[src/hw/rtl/ptrc_pkg.sv]
`timescale 1ns / 1ps

package ptrc_pkg;

   localparam int NUM_TYPES = 32;

   localparam int OP_W    = 2;
   localparam int TYPE_W  = 5;
   localparam int FRAME_W = 32;
   localparam int PAY_W   = 8;
   localparam int SPC_W   = 16;

   // event_type is 5 bits wide, so slots beyond 32 can never be addressed
   localparam int NUM_SLOTS = (NUM_TYPES > (1 << TYPE_W)) ? (1 << TYPE_W) : NUM_TYPES;
   localparam int SLOT_W    = (NUM_SLOTS > 1) ? $clog2(NUM_SLOTS) : 1;

   localparam logic [SLOT_W-1:0] LAST_SLOT     = SLOT_W'(NUM_SLOTS - 1);
   localparam logic [SPC_W-1:0]  SPACING_RESET = SPC_W'(1);

   typedef enum logic [OP_W-1:0] {
      OP_DETECT  = 2'd0,
      OP_FLUSH   = 2'd1,
      OP_SPACING = 2'd2
   } op_type;

   typedef enum logic [3:0] {
      ST_IDLE   = 4'b0001,
      ST_UPDATE = 4'b0010,
      ST_SCAN   = 4'b0100,
      ST_DRAIN  = 4'b1000
   } state_type;

   typedef struct packed {
      logic load;       // capture detection, table read already issued
      logic spc_wr;     // write spacing entry from request ports
      logic update;     // evaluate and update the run of the captured type
      logic scan_init;  // restart flush scan at slot 0
      logic scan;       // issue scan read and advance
   } ctl_cmd_type;

   typedef struct packed {
      logic scan_last;
   } dp_sts_type;

endpackage

[src/hw/rtl/ptrc_ctrl.sv]
`timescale 1ns / 1ps

module ptrc_ctrl (
   input  logic                         clock,
   input  logic                         reset,
   input  logic                         start,
   input  logic [ptrc_pkg::OP_W-1:0]    req_operation,
   input  logic [ptrc_pkg::TYPE_W-1:0]  req_event_type,
   input  ptrc_pkg::dp_sts_type         sts,
   output ptrc_pkg::ctl_cmd_type        cmd,
   output logic                         busy
);

   ptrc_pkg::state_type state_ff;
   ptrc_pkg::state_type state_in;
   logic                type_ok;

   assign type_ok = int'(req_event_type) < ptrc_pkg::NUM_TYPES;
   assign busy    = state_ff != ptrc_pkg::ST_IDLE;

   always_comb begin
      state_in = state_ff;
      cmd      = '0;
      case (state_ff)
         ptrc_pkg::ST_IDLE: begin
            if (start) begin
               case (req_operation)
                  ptrc_pkg::OP_DETECT: begin
                     if (type_ok) begin
                        cmd.load = 1'b1;
                        state_in = ptrc_pkg::ST_UPDATE;
                     end
                  end
                  ptrc_pkg::OP_FLUSH: begin
                     cmd.scan_init = 1'b1;
                     state_in      = ptrc_pkg::ST_SCAN;
                  end
                  ptrc_pkg::OP_SPACING: begin
                     cmd.spc_wr = type_ok;
                  end
                  default: begin
                  end
               endcase
            end
         end
         ptrc_pkg::ST_UPDATE: begin
            cmd.update = 1'b1;
            state_in   = ptrc_pkg::ST_IDLE;
         end
         ptrc_pkg::ST_SCAN: begin
            cmd.scan = 1'b1;
            if (sts.scan_last) begin
               state_in = ptrc_pkg::ST_DRAIN;
            end
         end
         ptrc_pkg::ST_DRAIN: begin
            state_in = ptrc_pkg::ST_IDLE;
         end
         default: begin
            state_in = ptrc_pkg::ST_IDLE;
         end
      endcase
   end

   always_ff @(posedge clock) begin
      if (reset) begin
         state_ff <= ptrc_pkg::ST_IDLE;
      end else begin
         state_ff <= state_in;
      end
   end

endmodule

[src/hw/rtl/ptrc_datapath.sv]
`timescale 1ns / 1ps

module ptrc_datapath (
   input  logic                          clock,
   input  logic                          reset,
   input  ptrc_pkg::ctl_cmd_type         cmd,
   output ptrc_pkg::dp_sts_type          sts,
   input  logic [ptrc_pkg::TYPE_W-1:0]   req_event_type,
   input  logic [ptrc_pkg::FRAME_W-1:0]  req_frame_number,
   input  logic [ptrc_pkg::PAY_W-1:0]    req_payload,
   input  logic [ptrc_pkg::SPC_W-1:0]    req_spacing_value,
   output logic                          rsp_valid,
   output logic [ptrc_pkg::TYPE_W-1:0]   rsp_run_type,
   output logic [ptrc_pkg::PAY_W-1:0]    rsp_run_payload,
   output logic [ptrc_pkg::FRAME_W-1:0]  rsp_first_frame,
   output logic [ptrc_pkg::FRAME_W-1:0]  rsp_end_frame,
   output logic                          rsp_last
);

   // run tables
   logic [ptrc_pkg::FRAME_W-1:0] start_mem [ptrc_pkg::NUM_SLOTS];
   logic [ptrc_pkg::FRAME_W-1:0] end_mem   [ptrc_pkg::NUM_SLOTS];
   logic [ptrc_pkg::PAY_W-1:0]   data_mem  [ptrc_pkg::NUM_SLOTS];
   logic [ptrc_pkg::SPC_W-1:0]   spc_mem   [ptrc_pkg::NUM_SLOTS];

   logic [ptrc_pkg::NUM_SLOTS-1:0] run_open_ff;
   logic [ptrc_pkg::NUM_SLOTS-1:0] spc_valid_ff;

   logic [ptrc_pkg::FRAME_W-1:0] start_rd_ff;
   logic [ptrc_pkg::FRAME_W-1:0] end_rd_ff;
   logic [ptrc_pkg::PAY_W-1:0]   data_rd_ff;
   logic [ptrc_pkg::SPC_W-1:0]   spc_rd_ff;

   logic [ptrc_pkg::SLOT_W-1:0]  slot_ff;
   logic [ptrc_pkg::FRAME_W-1:0] frame_ff;
   logic [ptrc_pkg::PAY_W-1:0]   pay_ff;

   logic [ptrc_pkg::SLOT_W-1:0]  idx_ff;
   logic [ptrc_pkg::SLOT_W-1:0]  idx_in;
   logic [ptrc_pkg::SLOT_W-1:0]  pend_idx_ff;
   logic                         pend_ff;

   logic                         rsp_valid_ff;
   logic [ptrc_pkg::TYPE_W-1:0]  rsp_type_ff;
   logic [ptrc_pkg::PAY_W-1:0]   rsp_payload_ff;
   logic [ptrc_pkg::FRAME_W-1:0] rsp_start_ff;
   logic [ptrc_pkg::FRAME_W-1:0] rsp_end_ff;
   logic                         rsp_last_ff;

   logic [ptrc_pkg::SLOT_W-1:0]  req_slot;
   logic [ptrc_pkg::SLOT_W-1:0]  rd_addr;
   logic [ptrc_pkg::SPC_W-1:0]   spc_eff;
   logic [ptrc_pkg::FRAME_W:0]   reach;
   logic                         cur_open;
   logic                         do_close;
   logic                         det_emit;
   logic                         scan_emit;
   logic                         open_above;
   logic                         new_run;
   logic                         extend_end;
   logic [ptrc_pkg::TYPE_W-1:0]  slot_type;
   logic [ptrc_pkg::TYPE_W-1:0]  pend_type;

   assign req_slot = req_event_type[ptrc_pkg::SLOT_W-1:0];
   assign rd_addr  = cmd.scan ? idx_ff : req_slot;
   assign sts.scan_last = idx_ff == ptrc_pkg::LAST_SLOT;
   assign idx_in   = cmd.scan_init ? '0 : (cmd.scan ? idx_ff + 1'b1 : idx_ff);

   assign cur_open = run_open_ff[slot_ff];
   assign spc_eff  = spc_valid_ff[slot_ff] ? spc_rd_ff : ptrc_pkg::SPACING_RESET;
   assign reach    = {1'b0, end_rd_ff} + {{(ptrc_pkg::FRAME_W + 1 - ptrc_pkg::SPC_W){1'b0}}, spc_eff};
   assign do_close = (reach <= {1'b0, frame_ff}) || (data_rd_ff != pay_ff);

   assign det_emit   = cmd.update && cur_open && do_close;
   assign new_run    = cmd.update && (!cur_open || do_close);
   assign extend_end = cmd.update && cur_open && !do_close && (frame_ff > end_rd_ff);
   assign scan_emit  = pend_ff && run_open_ff[pend_idx_ff];

   always_comb begin
      open_above = 1'b0;
      for (int i = 0; i < ptrc_pkg::NUM_SLOTS; i++) begin
         if (run_open_ff[i] && (i > int'(pend_idx_ff))) begin
            open_above = 1'b1;
         end
      end
   end

   always_comb begin
      slot_type = '0;
      pend_type = '0;
      slot_type[ptrc_pkg::SLOT_W-1:0] = slot_ff;
      pend_type[ptrc_pkg::SLOT_W-1:0] = pend_idx_ff;
   end

   // table memories: registered read, one write port each
   always_ff @(posedge clock) begin
      start_rd_ff <= start_mem[rd_addr];
      end_rd_ff   <= end_mem[rd_addr];
      data_rd_ff  <= data_mem[rd_addr];
      spc_rd_ff   <= spc_mem[rd_addr];
      if (new_run) begin
         start_mem[slot_ff] <= frame_ff;
         data_mem[slot_ff]  <= pay_ff;
      end
      if (new_run || extend_end) begin
         end_mem[slot_ff] <= frame_ff;
      end
      if (cmd.spc_wr) begin
         spc_mem[req_slot] <= req_spacing_value;
      end
   end

   always_ff @(posedge clock) begin
      if (cmd.load) begin
         slot_ff  <= req_slot;
         frame_ff <= req_frame_number;
         pay_ff   <= req_payload;
      end
      pend_idx_ff    <= idx_ff;
      idx_ff         <= idx_in;
      rsp_type_ff    <= det_emit ? slot_type : pend_type;
      rsp_payload_ff <= data_rd_ff;
      rsp_start_ff   <= start_rd_ff;
      rsp_end_ff     <= end_rd_ff;
      rsp_last_ff    <= det_emit || !open_above;
   end

   always_ff @(posedge clock) begin
      if (reset) begin
         run_open_ff  <= '0;
         spc_valid_ff <= '0;
         pend_ff      <= 1'b0;
         rsp_valid_ff <= 1'b0;
      end else begin
         pend_ff      <= cmd.scan;
         rsp_valid_ff <= det_emit || scan_emit;
         if (cmd.update) begin
            run_open_ff[slot_ff] <= 1'b1;
         end
         if (scan_emit) begin
            run_open_ff[pend_idx_ff] <= 1'b0;
         end
         if (cmd.spc_wr) begin
            spc_valid_ff[req_slot] <= 1'b1;
         end
      end
   end

   assign rsp_valid       = rsp_valid_ff;
   assign rsp_run_type    = rsp_type_ff;
   assign rsp_run_payload = rsp_payload_ff;
   assign rsp_first_frame = rsp_start_ff;
   assign rsp_end_frame   = rsp_end_ff;
   assign rsp_last        = rsp_last_ff;

   a_emit_excl: assert property (@(posedge clock) disable iff (reset)
      !(det_emit && scan_emit))
      else $error("detection and flush results collide");

   a_update_opens: assert property (@(posedge clock) disable iff (reset)
      cmd.update |=> run_open_ff[$past(slot_ff)])
      else $error("run not open after detection update");

   a_scan_closes: assert property (@(posedge clock) disable iff (reset)
      scan_emit |=> !run_open_ff[$past(pend_idx_ff)])
      else $error("flushed run still open");

   a_det_last: assert property (@(posedge clock) disable iff (reset)
      det_emit |=> rsp_valid_ff && rsp_last_ff)
      else $error("detection result not marked last");

endmodule

[src/hw/rtl/per_type_event_run_coalescer_top.sv]
`timescale 1ns / 1ps
// Channel   Ports                                   Handshake
// request   req_operation .. req_spacing_value      taken when start && !busy
// response  rsp_run_type .. rsp_last                one cycle, marked by rsp_valid
//
// Detection: table read in the accept cycle, update the next; a closed run appears on
//   rsp_* in the cycle after the update.
// Set spacing: written in the accept cycle. Unused operation or out-of-range type: dropped.
// Flush: one slot scanned per cycle through the table read
//   port; results trail the scan through the read and rsp_* registers, the last one flagged.
// Reset is synchronous: all runs closed, all spacings read as 1.
// The receiver cannot stall; every strobed result is a completed transaction.

module per_type_event_run_coalescer_top (
   input  logic                          clock,
   input  logic                          reset,
   input  logic                          start,
   output logic                          busy,
   input  logic [ptrc_pkg::OP_W-1:0]     req_operation,
   input  logic [ptrc_pkg::TYPE_W-1:0]   req_event_type,
   input  logic [ptrc_pkg::FRAME_W-1:0]  req_frame_number,
   input  logic [ptrc_pkg::PAY_W-1:0]    req_payload,
   input  logic [ptrc_pkg::SPC_W-1:0]    req_spacing_value,
   output logic                          rsp_valid,
   output logic [ptrc_pkg::TYPE_W-1:0]   rsp_run_type,
   output logic [ptrc_pkg::PAY_W-1:0]    rsp_run_payload,
   output logic [ptrc_pkg::FRAME_W-1:0]  rsp_first_frame,
   output logic [ptrc_pkg::FRAME_W-1:0]  rsp_end_frame,
   output logic                          rsp_last
);

   ptrc_pkg::ctl_cmd_type cmd;
   ptrc_pkg::dp_sts_type  sts;

   ptrc_ctrl u_ctrl (
      .clock          (clock),
      .reset          (reset),
      .start          (start),
      .req_operation  (req_operation),
      .req_event_type (req_event_type),
      .sts            (sts),
      .cmd            (cmd),
      .busy           (busy)
   );

   ptrc_datapath u_datapath (
      .clock             (clock),
      .reset             (reset),
      .cmd               (cmd),
      .sts               (sts),
      .req_event_type    (req_event_type),
      .req_frame_number  (req_frame_number),
      .req_payload       (req_payload),
      .req_spacing_value (req_spacing_value),
      .rsp_valid         (rsp_valid),
      .rsp_run_type      (rsp_run_type),
      .rsp_run_payload   (rsp_run_payload),
      .rsp_first_frame   (rsp_first_frame),
      .rsp_end_frame     (rsp_end_frame),
      .rsp_last          (rsp_last)
   );

endmodule

[config.mk]
export PLATFORM = sky130hd
export DESIGN_NAME = per_type_event_run_coalescer_top
export DESIGN_NICKNAME = d
export VERILOG_FILES = /design/src/hw/rtl/ptrc_pkg.sv /design/src/hw/rtl/ptrc_ctrl.sv /design/src/hw/rtl/ptrc_datapath.sv /design/src/hw/rtl/per_type_event_run_coalescer_top.sv
export SDC_FILE = /design/constraint.sdc
export NUM_CORES = 2
export LEC_CHECK = 0
export BUFFER_PORTS_ARGS = -buffer_cell sky130_fd_sc_hd__buf_2
export CORE_ASPECT_RATIO = 1.4
export CORE_MARGIN = 10
export CORE_UTILIZATION = 36
export DETAILED_ROUTE_END_ITERATION = 12
export SYNTH_ARGS = -nofsm -noshare
export SYNTH_HDL_FRONTEND = slang
export SYNTH_SLANG_ARGS = --single-unit
export TNS_END_PERCENT = 5
[constraint.sdc]
create_clock -name clock -period 15.8 [get_ports clock]
set_input_delay 1.58 -clock clock [delete_from_list [all_inputs] [get_ports clock]]
set_output_delay 1.58 -clock clock [all_outputs]
set_load 0.03 [all_outputs]
==> impl_results.md <==
* Die area at 354000 sq um
* Cell Count, Final, Fillers Out at about 11000
* Fin. Hold Viols at 0
* Global-route wire length before repair at 483 mm
* Critical path depth at 21
* RSZ-0062 raised after global routing: false
* CTS max path bufs at 4
* Simple-gate share of the synthesized area at 4.53%
* Avg Inst Size Synth at 19.7 sq um
* Clock skew at between 0.05 and 0.06 ns
* Synth cell count leaders: edfxtp_1, mux4_2, nand2_1, dfxtp_1, nand3_1
* Crit Path Class: reg -> reg
* Critical path peak fanout at 64
* Static Leak at 43.8 nW
* Routed Antenna Nets at 0
* Synthesized instance count at 6030
* GPL Wtd Cong at 0.851
* Placed inst area at 126000 sq um
* Worst EP arrival at 9.73 ns
* Adder and majority gate portion of the synthesized area at 0.879%
* GR Overflow Total at 0
* Vias in the first global route at 61634
* Design area at around 140000 sq um
* Hold buffer count at cts at 0
* Clock-pin slew on the worst setup and hold paths at 0.06 ns
* Status: finished, final reports clean
* Ys flop type: edfxtp_1
* Crit path from: u_datapath.slot_ff[0]
* P&R area growth vs syn at 14.9%
* Reg2Reg Capture Point: u_datapath.end_mem[8][17]
* Root cell of the clock tree: clkbuf_16
* Crit-path max cell delay at 1.22 ns
* Critical path's top delay family: compound AO/OA/AOI/OAI gates
* Clock sink total at 3107
* Setup crit end: u_datapath.end_mem[8][17]
* Rel. slew slack at between 10% and 20%
* Main combinational cell family by area after synthesis: multiplexers
* Nets at 6525
* Register area share after synthesis at approximately three quarters
* Share of layout cells above drive strength 1 at 24.4%
* Hold slack final at 0.325 ns
* GRT Total Usage at 18.9%
* Final Max Tran Viols at 0
* R2R depth at 21
* Number of synthesized register bits at 3107
* Critical R2R Launch: u_datapath.slot_ff[0]
* CTS resizes at 0
* Inserted Clock Buffers at 311
* Critical path capture point type: flip-flop
* Synth Net Count at 6179
* Initial Util at 36.2%
* Final wirelength at between 300 and 400 mm
* Clk Latency, worst-skew pair at approximately 0.90 ns
* R2R Setup Slk at 6.53 ns
* Drt initial violations at between 7000 and 8000
* Placeable Area at 329000 sq um
* Routed WL per cell at ~31 microns
* Total Power at 0.0178 W
* Hold Crit Class: reg -> reg
* IO Port Bufs at 145
* Drt pass-1 iters at 5
* Crit path buf inv count at 1
* Mux contribution to synthesized area at around 15%
* VDD IR-drop max at 0.0000895 V
* Antenna violations before repair at 42
* Critical Path Start Type: flip-flop
* DRC violations left at 0
* Fmax at between 100 and 150 MHz
* Area of the multi-input gates at 27300 sq um
* Final setup viols at 0
* Post-Synth XOR/XNOR Area at 0.287%
* WP data required at 16.26 ns
* Top cell type's share of synthesized area at 72.2%
* IO Pins at 146
* Row count at 249
* Synth area leader: edfxtp_1
* Crit path time final at between 9 and 10 ns
* Die W at between 500 and 600 microns
* TritonCTS clock tree: done
* Final HPWL DP at 216 mm
* Complex-gate fraction of the synthesized area at 1.98%
* Distinct cell type count after synthesis at 63
* Storage cell area at roughly 91000 sq um
* Setup TNS at 0 ns
* Largest net degree at the start of global routing at 135
* Mapped cell area at roughly 120000 sq um
* Post-synth EDFFs at 2861
* DR vias at 61081
* Critical-path cell list: mux4_2, a22oi_1, nand4_1, and2_1, ha_1, nor2b_1, o21ai_0, a211o_1, a21oi_1, nor3_1, nor3_1, xnor2_1, ha_1, a21oi_1, o221ai_1, a41oi_1, o221ai_1, o21ai_0, a21oi_4, buf_12, a21oi_4
* Fillers at between 20000 and 30000
* Post-CTS setup buffers at 0
* Worst slew pin tran at 1.33 ns
* Top post-synthesis cells by area: edfxtp_1, mux4_2, dfxtp_1
* H-tree levels at 5
* # placed instances at about 10000
* Post-synth ARST share at 0%
* YS warnings at 0
* Top-count cell post-synth: edfxtp_1
* PwrDens at 130 nW/um^2
* Max-cap viol count at 0
* Tcrit/Tclk final at 58.7%
* Critical-path top delay cell: a21oi_4
* Die Height at ~700 microns
* Via/cell ratio at between 5 and 6
worst min path at each step:
stage / startpoint / end / slack [ns] / cells past startpoint
after floorplan: u_datapath.start_rd_ff[0] / u_datapath.rsp_first_frame[0] / 0.31 / 0
after global placement: u_datapath.start_rd_ff[14] / u_datapath.rsp_first_frame[14] / 0.31 / 0
after detailed placement: u_datapath.start_rd_ff[7] / u_datapath.rsp_first_frame[7] / 0.31 / 0
after CTS: u_datapath.start_rd_ff[7] / u_datapath.rsp_first_frame[7] / 0.33 / 0
after global routing: u_datapath.start_rd_ff[11] / u_datapath.rsp_first_frame[11] / 0.33 / 0
final: u_datapath.start_rd_ff[7] / u_datapath.rsp_first_frame[7] / 0.33 / 0
registers in the layout, summed over array words and instances, names as in the netlist:
register	flops
u_datapath.end_mem	1024
u_datapath.start_mem	1024
u_datapath.spc_mem	512
u_datapath.data_mem	256
u_datapath.end_rd_ff	32
u_datapath.frame_ff	32
u_datapath.rsp_end_frame	32
u_datapath.rsp_first_frame	32
u_datapath.run_open_ff	32
u_datapath.spc_valid_ff	32
u_datapath.start_rd_ff	32
u_datapath.spc_rd_ff	16
u_datapath.data_rd_ff	8
u_datapath.pay_ff	8
u_datapath.rsp_run_payload	8
u_datapath.idx_ff	5
u_datapath.pend_idx_ff	5
u_datapath.rsp_run_type	5
u_datapath.slot_ff	5
u_ctrl.state_ff	4
u_datapath.pend_ff	1
u_datapath.rsp_last	1
u_datapath.rsp_valid	1
kinds of logic after synthesis:
family,after synthesis
buf+inv,406
compound gates,348
xor+xnor,39
flops,3107
fa+ha+maj,83
mux,832
simple gates,1215
through the flow:
step | setup slack [ns] | util, %
global route | 5.97 | 41.5
floorplan | 8.10 | -
detailed placement | 6.75 | 38.4
global placement | 6.74 | 38.4
CTS | 6.71 | 41.5
finish | 6.53 | 41.5
routing by layer:
| layer | global-route usage (%) | part of all wire [%] | vias up | wire length, microns |
|---|---|---|---|---|
| met3 | 3.07 | 7.0 | 484 | 24300 |
| met1 | 24.2 | 38 | 32841 | 132000 |
| li1 | - | - | 25100 | - |
| met2 | 32.2 | 51 | 2646 | 176000 |
| met5 | 0 | 0.022 | - | 75 |
| met4 | 7.27 | 3.9 | 10 | 13500 |
power breakdown:
part | leakage (nW) | internal [W] | switching (W)
combinational | 11.0 | 0.000369 | 0.000770
sequential | 27.8 | 0.00903 | 0.000108
clock | 5.01 | 0.00434 | 0.00317
worst reg2reg max path, stage by stage (launching register included):
cell and delay, ns:
edfxtp_1 1.07, mux4_2 0.62, a22oi_1 0.23, nand4_1 0.61
and2_1 0.44, ha_1 0.32, nor2b_1 0.15, o21ai_0 0.42
a211o_1 0.26, a21oi_1 0.12, nor3_1 0.85, nor3_1 0.13
xnor2_1 0.22, ha_1 0.27, a21oi_1 0.20, o221ai_1 0.17
a41oi_1 0.34, o221ai_1 0.15, o21ai_0 0.34, a21oi_4 0.11
buf_12 0.26, a21oi_4 1.56
placed cells by master, fill, tap and decap left out, drive strengths merged, types with 82 or more instances in the layout:
| cell type | Yosys | final |
|---|---|---|
| a21oi | 121 | 121 |
| a32oi | 89 | 89 |
| and3 | 99 | 99 |
| buf | 133 | 349 |
| clkbuf | 183 | 388 |
| clkinv | 2 | 112 |
| dfxtp | 246 | 246 |
| edfxtp | 2861 | 2861 |
| ha | 82 | 82 |
| inv | 88 | 104 |
| mux2i | 101 | 101 |
| mux4 | 725 | 725 |
| nand2 | 613 | 613 |
| nand3 | 196 | 196 |
| nor2 | 173 | 173 |
area by class of cell:
class                   instances  area share (%)
diodes                         35          0.0641
clock buffers                 388            6.14
clock inverters               173            1.37
inverters                      90           0.247
multi-input cells            2517            20.0
flip-flops and latches       3107            66.5
well taps                    4392            4.02
repair buffers                349            1.74
No activity file was read; power rests on OpenSTA's default activity.
